==> src/rtl/fdsa_pkg.sv <==
// shared constants, codes and memory request types for the sector allocator
package fdsa_pkg;

    localparam int NUM_SECTORS      = 256;
    localparam int DIR_ENTRIES      = 16;
    localparam int SLOTS_PER_FILE   = 26;
    localparam int NAME_BYTES       = 6;
    localparam int RESERVED_SECTORS = 3;

    localparam int NAME_W  = 48;
    localparam int SLOT_W  = 8;
    localparam int SECT_W  = $clog2(NUM_SECTORS);
    localparam int ENT_W   = $clog2(DIR_ENTRIES);
    localparam int SLOT_CW = $clog2(SLOTS_PER_FILE + 1);
    localparam int FREE_W  = $clog2(NUM_SECTORS + 1);
    localparam int ADDR_W  = $clog2(DIR_ENTRIES * SLOTS_PER_FILE);

    localparam logic [1:0] REQ_READ   = 2'd0;
    localparam logic [1:0] REQ_DELETE = 2'd1;
    localparam logic [1:0] REQ_WRITE  = 2'd2;

    localparam logic [1:0] ST_OK        = 2'd0;
    localparam logic [1:0] ST_NOT_FOUND = 2'd1;
    localparam logic [1:0] ST_NO_ENTRY  = 2'd2;
    localparam logic [1:0] ST_DISK_FULL = 2'd3;

    typedef struct packed {
        logic              re;
        logic              we;
        logic [ADDR_W-1:0] addr;
        logic [SLOT_W-1:0] wdata;
    } slot_req_t;

    typedef struct packed {
        logic              re;
        logic              we;
        logic [SECT_W-1:0] addr;
        logic              wdata;
    } bm_req_t;

endpackage

==> src/rtl/fdsa_bitmap.sv <==
// sector-use bitmap memory, one bit per sector, registered read
module fdsa_bitmap
(
    input  logic             clk,
    input  fdsa_pkg::bm_req_t req,
    output logic             rdata
);
    import fdsa_pkg::*;

    logic mem [NUM_SECTORS];

    always_ff @(posedge clk)
    begin
        if (req.we)
        begin
            mem[req.addr] <= req.wdata;
        end
        if (req.re)
        begin
            rdata <= mem[req.addr];
        end
    end

endmodule

==> config.mk <==
export PLATFORM = sky130hd
export DESIGN_NAME = fdsa_bitmap
export DESIGN_NICKNAME = d
export VERILOG_FILES = /design/src/rtl/fdsa_pkg.sv /design/src/rtl/fdsa_bitmap.sv
export SDC_FILE = /design/constraint.sdc
export NUM_CORES = 1
export LEC_CHECK = 0
export ABC_AREA = 1
export BUFFER_PORTS_ARGS = -buffer_cell sky130_fd_sc_hd__buf_2
export CORE_AREA = 2 2 120 209
export CTS_BUF_LIST = sky130_fd_sc_hd__clkbuf_8 sky130_fd_sc_hd__clkbuf_16
export CTS_CLUSTER_DIAMETER = 40
export CTS_CLUSTER_SIZE = 8
export DETAILED_ROUTE_END_ITERATION = 10
export DIE_AREA = 0 0 122 211
export HOLD_SLACK_MARGIN = 0.02
export PLACE_DENSITY = 0.74
export SLEW_MARGIN = 40
export SYNTH_ARGS = -nofsm -noshare
export SYNTH_HDL_FRONTEND = slang
export SYNTH_SLANG_ARGS = --single-unit
==> constraint.sdc <==
create_clock -name clk -period 1.3 [get_ports clk]
set_input_delay 0 -clock clk [delete_from_list [all_inputs] [get_ports clk]]
set_output_delay 0 -clock clk [all_outputs]
set_load 0.05 [all_outputs]
; After elaboration in Yosys (flattened, before gate mapping)
; Memories as Yosys holds them, arrays and structs flattened. A register that Yosys moved wholly into a read port is not among the register bits.
; Cells that the tools add are included.
[classes]
muxes = 2
[op_table]
columns = operator, count
row1 = $mux 1, 2
[totals]
word_cells = 3
n_memories = 1
reg_bits = 0
mem_bits_rw = 256
[memory_table]
columns = memory, depth, width, read_ports, rd_ports_with_merged_regs, wr, line
row1 = mem, 256, 1, 1, 1, 1, fdsa_bitmap.sv:10  ; logic mem [NUM_SECTORS];

; Logic depth before layout (Yosys ltp)
[depth]
word_depth = 2
mapped_depth = 15

; Least setup slack after synthesis
; OpenSTA, ideal clock, no wires.
[synth_timing]
kind = input port to flip-flop
startpoint = input port req[2] in the netlist's numbering
endpoint = memory mem[115], enable pin
stages = 7
path_buffers = 3
t_arrival_ns = 1.119
setup_slack_ns = -0.118
path_cell_list = buf_2 -> inv_2 -> buf_2 -> nor3_2 -> nand2_1 -> clkbuf_1 -> nor2_1
[synth_rtl]
columns = item, line
row1 = start: declaration, fdsa_bitmap.sv:5  ; input fdsa_pkg::bm_req_t req,
row2 = end: declaration, fdsa_bitmap.sv:10
; Straight into the memory's write port.

==> run_results.csv <==
group,metric,value,unit
placement,finalWeightedCongestion,0.940,
clock_tree,cts_tree,"done",
placement,io_buffers,12,
grt,grt_pass1_vias,9344,
setup_path,worstPathRequired,1.57,ns
sta,max_freq,609,MHz
clock_tree,cts_root_buffer,"clkbuf_16",
setup_path,startpoint_type,"flip-flop",
sta,hold_violations,0,
setup_path,arrival,1.91,ns
floorplan,io_pins,13,
floorplan,die_h,211,µm
grt,grt.total_usage,0.243,
clock_tree,numCtsBuffers,38,
pwr,power_density,1350,mW/mm²
setup_path,slowest_stage,"edfxtp_1",
drt,final_antenna_net_count,0,
setup_path,cpPeakStageDelay,0.35,ns
pwr,fin_total_pwr,19.0,mW
clock_tree,insertion_delay,0.52,ns
drt,drcViolationCount,0,
pwr,p_leak,5.48,nW
final_layout,drive_gt1_frac,0.123,
floorplan,coreArea,0.0239,mm²
sta,rsz0062_at_grt,"yes",
logic_synthesis,yosysWarnings,0,
drt,routed_wl,30100,µm
final_layout,diodes,0,
final_layout,final_cell_area,0.0140,mm²
sta,clock_skew,0.0147,ns
drt,vias,9218,
floorplan,rows,75,
hold_path,min_path_type,"in -> reg",
setup_path,worstPathMaxFanout,1,
sta,worst_slew_margin_rel,0.712,
logic_synthesis,post_synth_num_cell_types,15,
clock_tree,h-tree-depth,2,
final_layout,area_growth,18.8,%
clock_tree,path_clk_slew,0.05,ns
sta,max_slew.worst_pin.slew,0.428,ns
logic_synthesis,yosysSeqAreaShare,0.655,
flow_run,drv_cap,0,
setup_path,setup.worst_path.end_class,"flip-flop",
drt,drt_iter0_markers,810,
sta,post-route-period-util,1.26,
drt,dr.pass1.iters,6,
setup_path,cp_cell_sequence,"nand2_1 -> nand2_1 -> nand2_1 -> nand3_1 -> nand2_1 -> nand2_2 -> o21ai_1 -> nand2_1 -> nor2_1 -> nor2_1 -> nor2_1 -> nand2_1",
setup_path,criticalPathCategory,"reg -> reg",
placement,placed_area,0.0129,mm²
grt,grt_pass1_wl,47300,µm
logic_synthesis,syn_area,0.0118,mm²
drt,via_per_inst,5.46,
floorplan,die_w,122,µm
final_layout,nets,1391,
pwr,peakVddDrop,771,µV
grt,grt_overflow_total,0,
sta,min_period,1.64,ns
setup_path,path_common_cell,"nand2_1",
clock_tree,cts_sinks,257,
status,violations,"setup timing",
sta,setup_slack,-0.342,ns
floorplan,dieArea,0.0257,mm²
logic_synthesis,syn_inst,1305,
placement,dpl.hpwl,19100,µm
sta,slew_violations,0,
floorplan,start_util,0.492,
drt,wl_per_cell,17.8,µm
sta,finalSetupViolations,1,
clock_tree,cts_buffer_depth,3,
status,status,"complete, but fails checks",
grt,grt_max_degree,72,
logic_synthesis,synthesis.nets,1317,
final_layout,utilization,0.585,
logic_synthesis,synth-seq-cells,257,
grt,antenna_found_initial,0,
logic_synthesis,postSynthAreaPerCell,9.03,µm²
==> repair_timing <==
item,CTS,global route
setup buffers,0,0
cloned,0,0
endpoints found under the setup margin,1,1
hold endpoints to repair,29,0
hold buffers,4,0
gates resized for setup,4,4
pin swaps,6,6
==> synth_stat cells <==
library cell | n | area [µm²]
nor2_1 | 276 | 1040
a21oi_1 | 4 | 20.0
nor2_2 | 2 | 12.5
nand2_1 | 615 | 2310
clkbuf_1 | 41 | 154
inv_2 | 2 | 7.51
nand3_1 | 35 | 175
buf_1 | 3 | 11.3
nor3_1 | 2 | 10.0
inv_1 | 13 | 48.8
o21ai_0 | 3 | 15.0
nor3_2 | 1 | 10.0
o21ai_1 | 17 | 85.1
buf_2 | 34 | 170
edfxtp_1 | 257 | 7720
==> kinds of logic (layout without fill, tap and decap cells) <==
logic type	count (synthesis)	after routing	synth area share
compound gates	24	24	0.0102
buf+inv	93	169	0.0332
flops	257	257	0.655
simple gates	931	931	0.302
==> worst max-delay path: cells and delay by family, from the launching register on <==
family | cells | cell delay (ns)
AND/OR/NAND/NOR | 11 | 0.90
flip-flops | 1 | 0.35
AO/OA/AOI/OAI | 1 | 0.13
==> through the flow <==
step	hold slack, ns	instances	setup TNS [ns]	setup WS, ns
6_report	0.177	1689	-0.342	-0.342
4_1_cts	0.124	1689	-0.293	-0.293
3_3_place_gp	0.233	1643	-50.80	-0.469
2_1_floorplan	0.0989	1305	-0.397	-0.0154
3_5_place_dp	0.224	1643	-55.51	-0.476
5_1_grt	0.190	1689	-0.387	-0.387
==> state kept, by name (all words and copies together), names as in the netlist <==
signal	count
rdata	1
mem	256
==> area by class of cell <==
type	instances	area (µm²)
flip-flops and latches	257	7720
clock inverters	3	21.3
clock buffers	39	976
multi-input cells	955	3730
fillers	1968	9940
well taps	308	385
repair buffers	112	1100
inverters	15	57.6
==> power by group <==
| group | leakage [nW] | switching (mW) | total [mW] | internal [mW] |
|---|---|---|---|---|
| combinational | 2.68 | 0.897 | 1.32 | 0.418 |
| sequential | 2.31 | 0.00578 | 9.17 | 9.16 |
| clock | 0.495 | 3.23 | 8.47 | 5.24 |
| total | 5.48 | 4.13 | 19.0 | 14.8 |
==> final timing paths <==
kind,start,to,slack (ns),cells after the start
min reg2reg,mem[185],rdata,1.02,10
max reg2reg,mem[251],rdata,-0.34,12
min,req[7],rdata,0.18,6
max,mem[251],rdata,-0.34,12
==> cell usage in the layout, fill, tap and decap left out, drive strengths merged <==
cell | Yosys | routed
nand2 | 615 | 615
clkbuf | 41 | 39
buf | 37 | 108
a21oi | 4 | 4
dlygate4sd3 | 0 | 4
nor3 | 3 | 3
edfxtp | 257 | 257
clkinv | 0 | 2
nand3 | 35 | 35
nor2 | 278 | 278
inv | 15 | 16
o21ai | 20 | 20
==> layer usage <==
metal,vias up,wire length (µm),global-route usage
met5,-,0,0
met1,4366,10300,0.260
li1,4313,-,-
met3,124,1970,0.0370
met2,415,15900,0.431
met4,0,1860,0.166
No activity file was read; power rests on OpenSTA's default activity.
